File: config.mk
export PLATFORM = sky130hd
export DESIGN_NAME = sapt_div
export DESIGN_NICKNAME = d
export VERILOG_FILES = /design/src/rtl/sapt_pkg.sv /design/src/rtl/sapt_div.sv
export SDC_FILE = /design/constraint.sdc
export NUM_CORES = 1
export LEC_CHECK = 0
export BUFFER_PORTS_ARGS = -buffer_cell sky130_fd_sc_hd__buf_4
export CORE_MARGIN = 3
export CORE_UTILIZATION = 23
export CTS_CLUSTER_SIZE = 24
export DETAILED_ROUTE_END_ITERATION = 16
export GPL_ROUTABILITY_DRIVEN = 0
export PLACE_DENSITY = 0.44
export SLEW_MARGIN = 30
export SYNTH_ARGS = -nofsm -noshare
export SYNTH_HDL_FRONTEND = slang
export SYNTH_SLANG_ARGS = --single-unit
File: constraint.sdc
create_clock -name aclk -period 10.55 [get_ports aclk]
set_input_delay 1.055 -clock aclk [delete_from_list [all_inputs] [get_ports aclk]]
set_output_delay 1.055 -clock aclk [all_outputs]
set_load 0.03 [all_outputs]
File: src/rtl/sapt_pkg.sv
`timescale 1ns / 1ps
`default_nettype none

package sapt_pkg;

    localparam int TRANSFORM_POINTS = 8192;
    localparam int FRACTION_BITS    = 8;

    localparam int BIN_COUNT = TRANSFORM_POINTS / 2;
    localparam int BIN_W     = $clog2(BIN_COUNT);
    localparam int TP_LOG2   = $clog2(TRANSFORM_POINTS);
    localparam logic [BIN_W-1:0] LAST_BIN  = BIN_W'(BIN_COUNT - 1);
    localparam logic [BIN_W-1:0] FIRST_BIN = BIN_W'(1);

    // field widths
    localparam int IN_W      = 32;
    localparam int MAG_W     = 32;
    localparam int SR_W      = 18;
    localparam int IDX_OUT_W = 12;
    localparam int POS_OUT_W = 20;
    localparam int FQ_W      = 21;
    localparam logic [FQ_W-1:0] FQ_MAX = {FQ_W{1'b1}};

    // square root unit
    localparam int SQ_W   = 2 * IN_W;
    localparam int ROOT_W = IN_W;

    // peak refinement divider: ((|a-c| << F) + |den|) / (2 |den|)
    localparam int NUM_W  = MAG_W + 1 + FRACTION_BITS;
    localparam int DIFF_W = MAG_W + 1;
    localparam int DEN_W  = MAG_W + 3;
    localparam int DD_W   = MAG_W + 2;
    localparam int DIV_W  = DD_W + 1;
    localparam int POS_W  = NUM_W + 1;

    // frequency product, split into two 32-bit multiplies
    localparam int MUL_W      = 32;
    localparam int HI_W       = POS_W - MUL_W;
    localparam int PLO_W      = MUL_W + SR_W;
    localparam int PHI_W      = HI_W + SR_W;
    localparam int TOT_W      = POS_W + SR_W;
    localparam int FQS_W      = TOT_W + 5;
    localparam int FREQ_SHIFT = TP_LOG2 + FRACTION_BITS;

    // stream widths
    localparam int S_TDATA_W = 64;
    localparam int M_TDATA_W = 168;

    // configuration
    localparam int CFG_IDX_W  = 1;
    localparam int CFG_DATA_W = SR_W;
    localparam logic [CFG_IDX_W-1:0] REG_AVERAGING_ON = CFG_IDX_W'(0);
    localparam logic [CFG_IDX_W-1:0] REG_SAMPLE_RATE  = CFG_IDX_W'(1);
    localparam logic             AVERAGING_RESET   = 1'b1;
    localparam logic [SR_W-1:0]  SAMPLE_RATE_RESET = SR_W'(48000);

endpackage

`default_nettype wire

File: src/rtl/sapt_div.sv
`timescale 1ns / 1ps
`default_nettype none

// Restoring unsigned divider, one quotient bit per cycle.
module sapt_div (
    input  wire logic                        aclk,
    input  wire logic                        aresetn,
    input  wire logic                        start,
    input  wire logic [sapt_pkg::NUM_W-1:0]  dividend,
    input  wire logic [sapt_pkg::DIV_W-1:0]  divisor,
    output logic                             done,
    output logic [sapt_pkg::NUM_W-1:0]       quotient
);

    localparam int CNT_W = $clog2(sapt_pkg::NUM_W);

    // dividend shifts out the top while quotient bits shift in at the bottom
    logic [sapt_pkg::NUM_W-1:0] num_reg;
    logic [sapt_pkg::DIV_W-1:0] den_reg;
    logic [sapt_pkg::DIV_W-1:0] rem_reg;
    logic [CNT_W-1:0]           cnt_reg;
    logic                       busy_reg;
    logic                       done_reg;

    logic [sapt_pkg::DIV_W:0] rem_shift;
    logic [sapt_pkg::DIV_W:0] rem_sub;
    logic                     fits;

    assign rem_shift = {rem_reg, num_reg[sapt_pkg::NUM_W-1]};
    assign fits      = rem_shift >= {1'b0, den_reg};
    assign rem_sub   = rem_shift - {1'b0, den_reg};

    always_ff @(posedge aclk) begin
        if (!aresetn) begin
            busy_reg <= 1'b0;
            done_reg <= 1'b0;
        end else begin
            done_reg <= 1'b0;
            if (start) begin
                num_reg  <= dividend;
                den_reg  <= divisor;
                rem_reg  <= '0;
                cnt_reg  <= CNT_W'(sapt_pkg::NUM_W - 1);
                busy_reg <= 1'b1;
            end else if (busy_reg) begin
                rem_reg <= fits ? rem_sub[sapt_pkg::DIV_W-1:0]
                                : rem_shift[sapt_pkg::DIV_W-1:0];
                num_reg <= {num_reg[sapt_pkg::NUM_W-2:0], fits};
                if (cnt_reg == '0) begin
                    busy_reg <= 1'b0;
                    done_reg <= 1'b1;
                end else begin
                    cnt_reg <= cnt_reg - 1'b1;
                end
            end
        end
    end

    assign done     = done_reg;
    assign quotient = num_reg;

endmodule

`default_nettype wire

==> results_dict.tcl <==
set metrics [dict create \
    grt_pass1_wl_um 28600 \
    synthArstFlopShare 0 \
    post-route-min-period_ps 3690 \
    antenna_left 0 \
    finalHoldViolCount 0 \
    cp-startpoint "quotient[40]$_DFFE_PP_" \
    worst_slack_ps 6860 \
    stdcell_area_um2 8710 \
    crit_required_ps 10830 \
    ctsHtreeMaxLevel 4 \
    cts_repair_resize_count 0 \
    place_area_um2 8080 \
    ys_seq_elements 119 \
    synth_edf_count 117 \
    port_buffers 120 \
    cts_setup_buffers 0 \
    slew_viol_final 0 \
    crit_path_cell_trace "inv_1, ha_1, fa_1, nor2b_1, o31a_1, o41a_1, a31o_1, a21oi_4, o221a_4, nand2_2, mux2_1, nor2_1" \
    ctsHoldBuffers 0 \
    vias 5030 \
    area_delta_synth_final_pct 27.9 \
    final_nets 848 \
    cp_slowest_cell "mux2_1" \
    drive_gt1_frac 0.277 \
    p_int_w 0.00110 \
    cts_sinks 119 \
    mostFrequentLayoutCells "121 x buf_4, 117 x edfxtp_1, 64 x nand2_1, 52 x a21oi_1, 48 x inv_1" \
    grt_antenna_before_repair 0 \
    p_comb_frac 0.227 \
    final_util 0.301 \
    clockRootBuffer "clkbuf_16" \
    seq_area_um2 3550 \
    p_sw_frac 0.297 \
    netlist_instances 615 \
    final_common_cell "buf_4" \
    cts_tree "built" \
    rsz0062_at_grt "false" \
    row_count 62 \
    firstDrtPassIters 4 \
    antenna_cells 0 \
    maxCapViolations 0 \
    drt_iter0_markers 276 \
    die_w_um 178 \
    dp_hpwl_um 12100 \
    crit_path_start_kind "flip-flop" \
    multi_input_area_um2 2950 \
    vdd_drop_max_uv 93.7 \
    min_from "busy_reg$_SDFF_PN0_" \
    grt_usage 0.116 \
    die_h_um 178 \
    max_freq_mhz 271 \
    cpPeakStageDelay_ps 540 \
    vias_per_cell 4.46 \
    dieArea_um2 31700 \
    num_io_pins 121 \
    skew_ps 18.0 \
    synth_nets 732 \
    max_slew.worst_pin.slew_ps 938 \
    powerDensity_nw_per_um2 180 \
    fin_setup_tns_ps 0 \
    status "complete, no violations" \
    hold_class "flip-flop to flip-flop" \
    critPathCaptureType "flip-flop" \
    setup_viol 0 \
    synth_area_per_cell_um2 11.1 \
    rr_startpoint "quotient[40]$_DFFE_PP_" \
    synthDistinctLibCells 54 \
    yosysWarnings 0 \
    routed_wl_um 17500 \
    fin_crit_sh 0.350 \
    arrival_ps 3970 \
    grt_max_degree 79 \
    core_area_um2 28900 \
    netSwitchingPower_w 0.000467 \
    syn_area_um2 6810 \
    wl_per_cell_um 15.6 \
    gr-total-overflow 0 \
    cts_buffers 17 \
    drc 0 \
    clkPwrFrac 0.398 \
    grt_pass1_vias 5428 \
    power.leakage_nw 3.48 \
    clk_latency_ps 430 \
    initial_utilization 0.235 \
    clock_path_buffers 2 \
    critPathKind "flip-flop to flip-flop" \
    dp_slack_ps 6840 \
    slew-limit-headroom 0.372 \
    fillCellCount 3038 \
    pwr-share-seq 0.375 \
    clk_pin_slew_ps 70 \
    yosysSeqAreaShare 0.522 \
    largest_register_ffs 41 \
    worstPathMaxFanout 43 \
    yosys_most_used_dff "edfxtp_1" \
]
stage by stage:
step,instances,power (W),hold slack [ps]
after floorplan,615,0.000858,421
after global placement,1096,0.000958,444
after detailed placement,1096,0.000956,447
after CTS,1128,0.00160,456
after global routing,1128,0.00166,515
final,1128,0.00157,454
Yosys cell counts, drive strengths merged (3+ instances only):
cell / n / area [um2]
xor2: 8 / 70.1
inv: 48 / 180
xnor2: 21 / 184
nand4: 9 / 56.3
a21o: 19 / 143
a31oi: 9 / 56.3
or3: 4 / 25.0
a21oi: 54 / 285
nor2: 43 / 161
o21bai: 3 / 22.5
nand2: 65 / 246
buf: 14 / 95.1
edfxtp: 117 / 3510
ha: 37 / 463
o21a: 13 / 97.6
clkbuf: 11 / 41.3
and3: 5 / 31.3
nor4: 3 / 18.8
mux2: 42 / 473
nand3: 10 / 50.1
o21ai: 22 / 110
and2: 4 / 25.0
nor2b: 4 / 25.0
a211oi: 15 / 123
nor3: 7 / 35.0
layout make-up:
cell class,instances,share of cell area
clock buffer,18,0.0504
sequential,119,0.408
inverter,49,0.0211
clock inverter,14,0.0213
multi-input combinational,422,0.338
tap,384,0.0552
timing repair buffer,122,0.106
metal layers:
layer | track usage | vias up | wire (um)
met5 | 0 | - | 0
li1 | - | 2499 | -
met2 | 0.176 | 136 | 7540
met4 | 0.0432 | 0 | 265
met3 | 0.0536 | 20 | 1560
met1 | 0.144 | 2375 | 8180
logic make-up after synthesis:
| family | share of synthesized area |
|---|---|
| AO/OA/AOI/OAI | 0.151 |
| XOR/XNOR | 0.0373 |
| adder cells (fa/ha/maj) | 0.0709 |
| buffers and inverters | 0.0470 |
| flip-flops | 0.522 |
| multiplexers | 0.0695 |
| AND/OR/NAND/NOR | 0.102 |
power groups by stage:
stage | combinational (W) | clock, W | sequential, W
after floorplan | 0.000244 | 0 | 0.000614
final | 0.000357 | 0.000626 | 0.000589
after CTS | 0.000361 | 0.000647 | 0.000589
after global routing | 0.000399 | 0.000666 | 0.000594
after global placement | 0.000360 | 0 | 0.000598
after detailed placement | 0.000358 | 0 | 0.000598
worst max-delay path, delay by kind of cell, from the launching register on:
family	cells	cell delay (ps)
DFF	1	400
muxes	1	540
and+or+nand+nor	3	690
adders and majority gates	2	400
buffers and inverters	1	80
AOI/OAI and AO/OA	5	1410
final timing paths:
kind	end	slack, ps	cells after the start
worst max register to register	rem_reg[12]$_SDFFCE_PP0P_	6860	12
worst min-delay path	done$_SDFF_PP0_	450	2
worst min register to register	done$_SDFF_PP0_	450	2
worst max-delay path	rem_reg[12]$_SDFFCE_PP0P_	6860	12
Note: power is estimated with default switching activity, not from simulation.
