[config.mk]
export PLATFORM = sky130hd
export DESIGN_NAME = sapt_isqrt
export DESIGN_NICKNAME = d
export VERILOG_FILES = /design/src/rtl/sapt_pkg.sv /design/src/rtl/sapt_isqrt.sv
export SDC_FILE = /design/constraint.sdc
export NUM_CORES = 1
export LEC_CHECK = 0
export ABC_AREA = 1
export ABC_CLOCK_PERIOD_IN_PS = 10000
export BUFFER_PORTS_ARGS = -buffer_cell sky130_fd_sc_hd__buf_2
export CORE_MARGIN = 1
export CORE_UTILIZATION = 45
export DETAILED_ROUTE_END_ITERATION = 8
export SETUP_SLACK_MARGIN = 0.15
export SLEW_MARGIN = 20
export SYNTH_ARGS = -nofsm -noshare
export SYNTH_HDL_FRONTEND = slang
export SYNTH_SLANG_ARGS = --single-unit
[constraint.sdc]
create_clock -name aclk -period 10 [get_ports aclk]
set_input_delay 1 -clock aclk [delete_from_list [all_inputs] [get_ports aclk]]
set_output_delay 1 -clock aclk [all_outputs]
set_load 0.03 [all_outputs]
[src/rtl/sapt_pkg.sv]
`timescale 1ns / 1ps
`default_nettype none

package sapt_pkg;

    localparam int TRANSFORM_POINTS = 8192;
    localparam int FRACTION_BITS    = 8;

    localparam int BIN_COUNT = TRANSFORM_POINTS / 2;
    localparam int BIN_W     = $clog2(BIN_COUNT);
    localparam int TP_LOG2   = $clog2(TRANSFORM_POINTS);
    localparam logic [BIN_W-1:0] LAST_BIN  = BIN_W'(BIN_COUNT - 1);
    localparam logic [BIN_W-1:0] FIRST_BIN = BIN_W'(1);

    // field widths
    localparam int IN_W      = 32;
    localparam int MAG_W     = 32;
    localparam int SR_W      = 18;
    localparam int IDX_OUT_W = 12;
    localparam int POS_OUT_W = 20;
    localparam int FQ_W      = 21;
    localparam logic [FQ_W-1:0] FQ_MAX = {FQ_W{1'b1}};

    // square root unit
    localparam int SQ_W   = 2 * IN_W;
    localparam int ROOT_W = IN_W;

    // peak refinement divider: ((|a-c| << F) + |den|) / (2 |den|)
    localparam int NUM_W  = MAG_W + 1 + FRACTION_BITS;
    localparam int DIFF_W = MAG_W + 1;
    localparam int DEN_W  = MAG_W + 3;
    localparam int DD_W   = MAG_W + 2;
    localparam int DIV_W  = DD_W + 1;
    localparam int POS_W  = NUM_W + 1;

    // frequency product, split into two 32-bit multiplies
    localparam int MUL_W      = 32;
    localparam int HI_W       = POS_W - MUL_W;
    localparam int PLO_W      = MUL_W + SR_W;
    localparam int PHI_W      = HI_W + SR_W;
    localparam int TOT_W      = POS_W + SR_W;
    localparam int FQS_W      = TOT_W + 5;
    localparam int FREQ_SHIFT = TP_LOG2 + FRACTION_BITS;

    // stream widths
    localparam int S_TDATA_W = 64;
    localparam int M_TDATA_W = 168;

    // configuration
    localparam int CFG_IDX_W  = 1;
    localparam int CFG_DATA_W = SR_W;
    localparam logic [CFG_IDX_W-1:0] REG_AVERAGING_ON = CFG_IDX_W'(0);
    localparam logic [CFG_IDX_W-1:0] REG_SAMPLE_RATE  = CFG_IDX_W'(1);
    localparam logic             AVERAGING_RESET   = 1'b1;
    localparam logic [SR_W-1:0]  SAMPLE_RATE_RESET = SR_W'(48000);

endpackage

`default_nettype wire

[src/rtl/sapt_isqrt.sv]
`timescale 1ns / 1ps
`default_nettype none

// Integer square root, one result bit per cycle, floor(sqrt(radicand)).
module sapt_isqrt (
    input  wire logic                        aclk,
    input  wire logic                        aresetn,
    input  wire logic                        start,
    input  wire logic [sapt_pkg::SQ_W-1:0]   radicand,
    output logic                             done,
    output logic [sapt_pkg::ROOT_W-1:0]      root
);

    localparam int REM_W = sapt_pkg::ROOT_W + 3;
    localparam int CNT_W = $clog2(sapt_pkg::ROOT_W);

    logic [sapt_pkg::SQ_W-1:0]   rad_reg;
    logic [REM_W-1:0]            rem_reg;
    logic [sapt_pkg::ROOT_W-1:0] root_reg;
    logic [CNT_W-1:0]            cnt_reg;
    logic                        busy_reg;
    logic                        done_reg;

    logic [REM_W-1:0] rem_shift;
    logic [REM_W-1:0] trial;
    logic             fits;

    assign rem_shift = {rem_reg[REM_W-3:0], rad_reg[sapt_pkg::SQ_W-1 -: 2]};
    assign trial     = REM_W'({root_reg, 2'b01});
    assign fits      = rem_shift >= trial;

    always_ff @(posedge aclk) begin
        if (!aresetn) begin
            busy_reg <= 1'b0;
            done_reg <= 1'b0;
        end else begin
            done_reg <= 1'b0;
            if (start) begin
                rad_reg  <= radicand;
                rem_reg  <= '0;
                root_reg <= '0;
                cnt_reg  <= CNT_W'(sapt_pkg::ROOT_W - 1);
                busy_reg <= 1'b1;
            end else if (busy_reg) begin
                rad_reg  <= rad_reg << 2;
                rem_reg  <= fits ? rem_shift - trial : rem_shift;
                root_reg <= {root_reg[sapt_pkg::ROOT_W-2:0], fits};
                if (cnt_reg == '0) begin
                    busy_reg <= 1'b0;
                    done_reg <= 1'b1;
                end else begin
                    cnt_reg <= cnt_reg - 1'b1;
                end
            end
        end
    end

    assign done = done_reg;
    assign root = root_reg;

endmodule

`default_nettype wire

==> impl_metrics.xml <==
<?xml version="1.0" encoding="UTF-8"?>
<metrics>
  <group name="run_status">
    <metric name="outcome" unit="">complete, but fails checks</metric>
    <metric name="failing_checks" unit="">DRC</metric>
  </group>
  <group name="setup_path">
    <metric name="crit_path_max_fanout" unit="">99</metric>
    <metric name="crit_path_start_kind" unit="">primary input</metric>
    <metric name="reg2reg_slack" unit="ns">7.05</metric>
    <metric name="critical_path.startpoint" unit="">start</metric>
    <metric name="crit-reg2reg-capture" unit="">root[0]</metric>
    <metric name="setup.worst_path.end_class" unit="">flop</metric>
    <metric name="cp-endpoint" unit="">rem_reg[27]</metric>
    <metric name="worst_r2r_path_depth" unit="">11</metric>
    <metric name="r2r_start" unit="">rem_reg[20]</metric>
    <metric name="crit_type" unit="">in2reg</metric>
    <metric name="timing.critical_path.arrival" unit="ns">3.59</metric>
    <metric name="critPathRequiredTime" unit="ns">10.06</metric>
  </group>
  <group name="clock_network">
    <metric name="cts_tree" unit="">done</metric>
    <metric name="cts_hold_repair.buffers" unit="">0</metric>
    <metric name="buffer_levels_on_the_longest_clock_path" unit="">2</metric>
    <metric name="source_to_sink_clock_delay_at_the_later_pin_of_the_worst_skew_pair" unit="ns">0.43</metric>
    <metric name="cts_root_buf" unit="">sky130_fd_sc_hd__clkbuf_16</metric>
    <metric name="cts-buffers-inserted" unit="">17</metric>
    <metric name="resized_after_cts" unit="">0</metric>
    <metric name="count_of_h_tree_levels_built_during_cts" unit="">4</metric>
    <metric name="clk_transition_reported_paths" unit="ns">0.06</metric>
    <metric name="setup_fix_bufs_post_cts" unit="">0</metric>
    <metric name="tritoncts_num_sinks" unit="">136</metric>
  </group>
  <group name="synth">
    <metric name="number_of_synthesized_flops_with_an_enable_pin" unit="">134</metric>
    <metric name="synth_area_in_compound_gates" unit="%">2.998</metric>
    <metric name="synth-seq-area-share" unit="%">48.44</metric>
    <metric name="post_synthesis_simple_gate_area_fraction" unit="%">33.62</metric>
    <metric name="yosysUniqueCellTypes" unit="">35</metric>
    <metric name="synth_top_family_by_area" unit="">simple AND/OR/NAND/NOR gates</metric>
    <metric name="yosys_most_used_dff" unit="">sky130_fd_sc_hd__edfxtp_1</metric>
    <metric name="synthesis.area_per_instance" unit="µm²">7.641</metric>
    <metric name="synth_mux_area_share" unit="%">0</metric>
    <metric name="postSynth.asyncResetShare" unit="%">0</metric>
    <metric name="postSynthRegisterBits" unit="">136</metric>
    <metric name="syn-num-nets" unit="">1200</metric>
    <metric name="postSynthCellCount" unit="">1098</metric>
    <metric name="synthTopCellsByArea" unit="">sky130_fd_sc_hd__edfxtp_1 48%, sky130_fd_sc_hd__nand2_1 20%, sky130_fd_sc_hd__nor2_1 7.2%, sky130_fd_sc_hd__inv_1 6.4%, sky130_fd_sc_hd__ha_1 5.2%</metric>
    <metric name="synth_area" unit="µm²">8389</metric>
    <metric name="synth_top_cell_by_area" unit="">sky130_fd_sc_hd__edfxtp_1</metric>
    <metric name="post-synth-top-area-fraction" unit="%">47.96</metric>
    <metric name="synth-warning-count" unit="">0</metric>
    <metric name="yosys.area_share.adder" unit="%">5.220</metric>
    <metric name="yosys.area_share.xor_xnor" unit="%">1.566</metric>
  </group>
  <group name="global_route">
    <metric name="global_route_usage_sum" unit="%">21.46</metric>
    <metric name="globalRoute.totalOverflow" unit="">0</metric>
    <metric name="grt_antenna_before_repair" unit="">0</metric>
    <metric name="grt_max_degree" unit="">100</metric>
    <metric name="grt_pass1_wl" unit="µm">32780</metric>
    <metric name="vias_in_the_first_global_route" unit="">6723</metric>
  </group>
  <group name="timing">
    <metric name="setup_tns_final" unit="ns">0</metric>
    <metric name="maximum_frequency_from_static_timing_analysis" unit="GHz">0.2826</metric>
    <metric name="timing.final.setup_violations" unit="">0</metric>
    <metric name="final_max_slew_viol_count" unit="">0</metric>
    <metric name="post-route-period-util" unit="%">35.39</metric>
    <metric name="final_hold_viol_count" unit="">0</metric>
    <metric name="min_period" unit="ns">3.539</metric>
    <metric name="timing.slew.headroom" unit="%">31.43</metric>
    <metric name="rsz0062_at_grt" unit="">false</metric>
    <metric name="clock-skew-final" unit="ns">0.009837</metric>
    <metric name="timing_worst_slew_pin_value" unit="ns">1.029</metric>
  </group>
  <group name="run">
    <metric name="drv_cap" unit="">0</metric>
  </group>
  <group name="route">
    <metric name="antenna_violating_nets_post_route" unit="">0</metric>
    <metric name="routed_wire_length_per_instance" unit="µm">13.53</metric>
    <metric name="drt_first_iter_violations" unit="">394</metric>
    <metric name="via_count" unit="">6866</metric>
    <metric name="drcViolationCount" unit="">8</metric>
    <metric name="vias_per_cell" unit="">4.788</metric>
    <metric name="drt_wl_total" unit="µm">19400</metric>
    <metric name="drt_pre_antenna_iters" unit="">7</metric>
  </group>
  <group name="power_and_ir_drop">
    <metric name="irDropWorstVdd" unit="mV">0.1190</metric>
    <metric name="powerDensity" unit="nW/µm²">179.1</metric>
    <metric name="leakage" unit="nW">4.876</metric>
    <metric name="report.power.total" unit="mW">1.739</metric>
  </group>
  <group name="finish">
    <metric name="post-route-cell-area" unit="µm²">9709</metric>
    <metric name="area_delta_synth_final" unit="%">15.73</metric>
    <metric name="post_route_utilization" unit="%">53.50</metric>
    <metric name="layout-drive-gt1-share" unit="%">12.45</metric>
    <metric name="layout.nets" unit="">1294</metric>
    <metric name="diodes" unit="">0</metric>
    <metric name="mostFrequentLayoutCell" unit="">sky130_fd_sc_hd__nand2_1</metric>
    <metric name="stdcell_count" unit="">1434</metric>
    <metric name="largest_register_ffs" unit="">64</metric>
    <metric name="layout.cells.most_common_list" unit="">456 x sky130_fd_sc_hd__nand2_1, 160 x sky130_fd_sc_hd__nor2_1, 142 x sky130_fd_sc_hd__inv_1, 134 x sky130_fd_sc_hd__edfxtp_1, 98 x sky130_fd_sc_hd__buf_2</metric>
  </group>
  <group name="floorplan">
    <metric name="ioPinCount" unit="">100</metric>
    <metric name="die-height" unit="µm">138.5</metric>
    <metric name="die_x_extent" unit="µm">138.5</metric>
    <metric name="core.rowCount" unit="">49</metric>
    <metric name="initial_core_util" unit="%">46.23</metric>
    <metric name="dieArea" unit="µm²">19190</metric>
    <metric name="core-area" unit="µm²">18150</metric>
  </group>
  <group name="placement">
    <metric name="place.detailed.hpwl" unit="µm">13940</metric>
    <metric name="post_dp_cell_area" unit="µm²">9074</metric>
    <metric name="gpl.final_weighted_congestion" unit="">0.9346</metric>
    <metric name="io_buffers" unit="">99</metric>
    <metric name="place_inst" unit="">1401</metric>
  </group>
  <group name="min_path">
    <metric name="min-delay-path-class" unit="">reg2reg</metric>
  </group>
</metrics>
## where the power goes
part           internal [mW]  total (mW)  switching (mW)
Sequential             0.683       0.699          0.0163
Combinational          0.128       0.384           0.256
Clock                  0.378       0.655           0.277
## cells by family after synthesis
family / Yosys count
AND/OR/NAND/NOR: 692
flip-flops: 136
AO/OA/AOI/OAI: 46
buffers and inverters: 174
XOR/XNOR: 15
adder cells (fa/ha/maj): 35
## routing by layer
metal  up-vias  routed length, µm  GRT usage (%)
li1       3633                  -              -
met1      3083               9243          28.74
met2       131               9151          35.72
met3        19                778          4.316
met4         0                229          5.204
met5         -                  0              0
## how the worst min path moves through the flow
stage                   to        start  depth (start not counted)
2_1_floorplan         done     busy_reg                          2
3_3_place_gp   rad_reg[48]  rad_reg[46]                          2
3_5_place_dp    rad_reg[3]   rad_reg[1]                          2
4_1_cts         rad_reg[3]   rad_reg[1]                          2
5_1_grt         rad_reg[2]   rad_reg[0]                          2
6_report        rad_reg[3]   rad_reg[1]                          2
## Yosys cell counts (8+ instances only)
| library cell | n |
|---|---|
| sky130_fd_sc_hd__nand4_1 | 8 |
| sky130_fd_sc_hd__ha_1 | 35 |
| sky130_fd_sc_hd__nand3_1 | 23 |
| sky130_fd_sc_hd__o21ai_0 | 8 |
| sky130_fd_sc_hd__nor2_1 | 160 |
| sky130_fd_sc_hd__inv_1 | 142 |
| sky130_fd_sc_hd__nand2_1 | 456 |
| sky130_fd_sc_hd__a21oi_1 | 30 |
| sky130_fd_sc_hd__xor2_1 | 15 |
| sky130_fd_sc_hd__clkbuf_1 | 19 |
| sky130_fd_sc_hd__nand3b_1 | 24 |
| sky130_fd_sc_hd__edfxtp_1 | 134 |
## worst max-delay path, cell delays in order
cell and delay, ns:
sky130_fd_sc_hd__buf_4 0.74, sky130_fd_sc_hd__inv_2 0.12, sky130_fd_sc_hd__a21oi_4 0.46, sky130_fd_sc_hd__buf_4 0.48, sky130_fd_sc_hd__buf_4 0.71
## metrics by stage
step	setup WS, ns	hold WS [ns]
after detailed placement	5.379	0.4987
after global placement	5.459	0.4917
after global routing	6.200	0.5314
after CTS	5.822	0.5134
after floorplan	1.140	0.4222
final	6.461	0.5086
## cell type report
cell class	instances	area, µm²
timing repair buffer	103	548.0
clock inverter	15	182.7
sequential	136	4064
clock buffer	17	425.4
fill	1815	8438
inverter	146	550.5
tap	229	286.5
multi-input combinational	788	3652
Power figures use the tool's default switching activity.
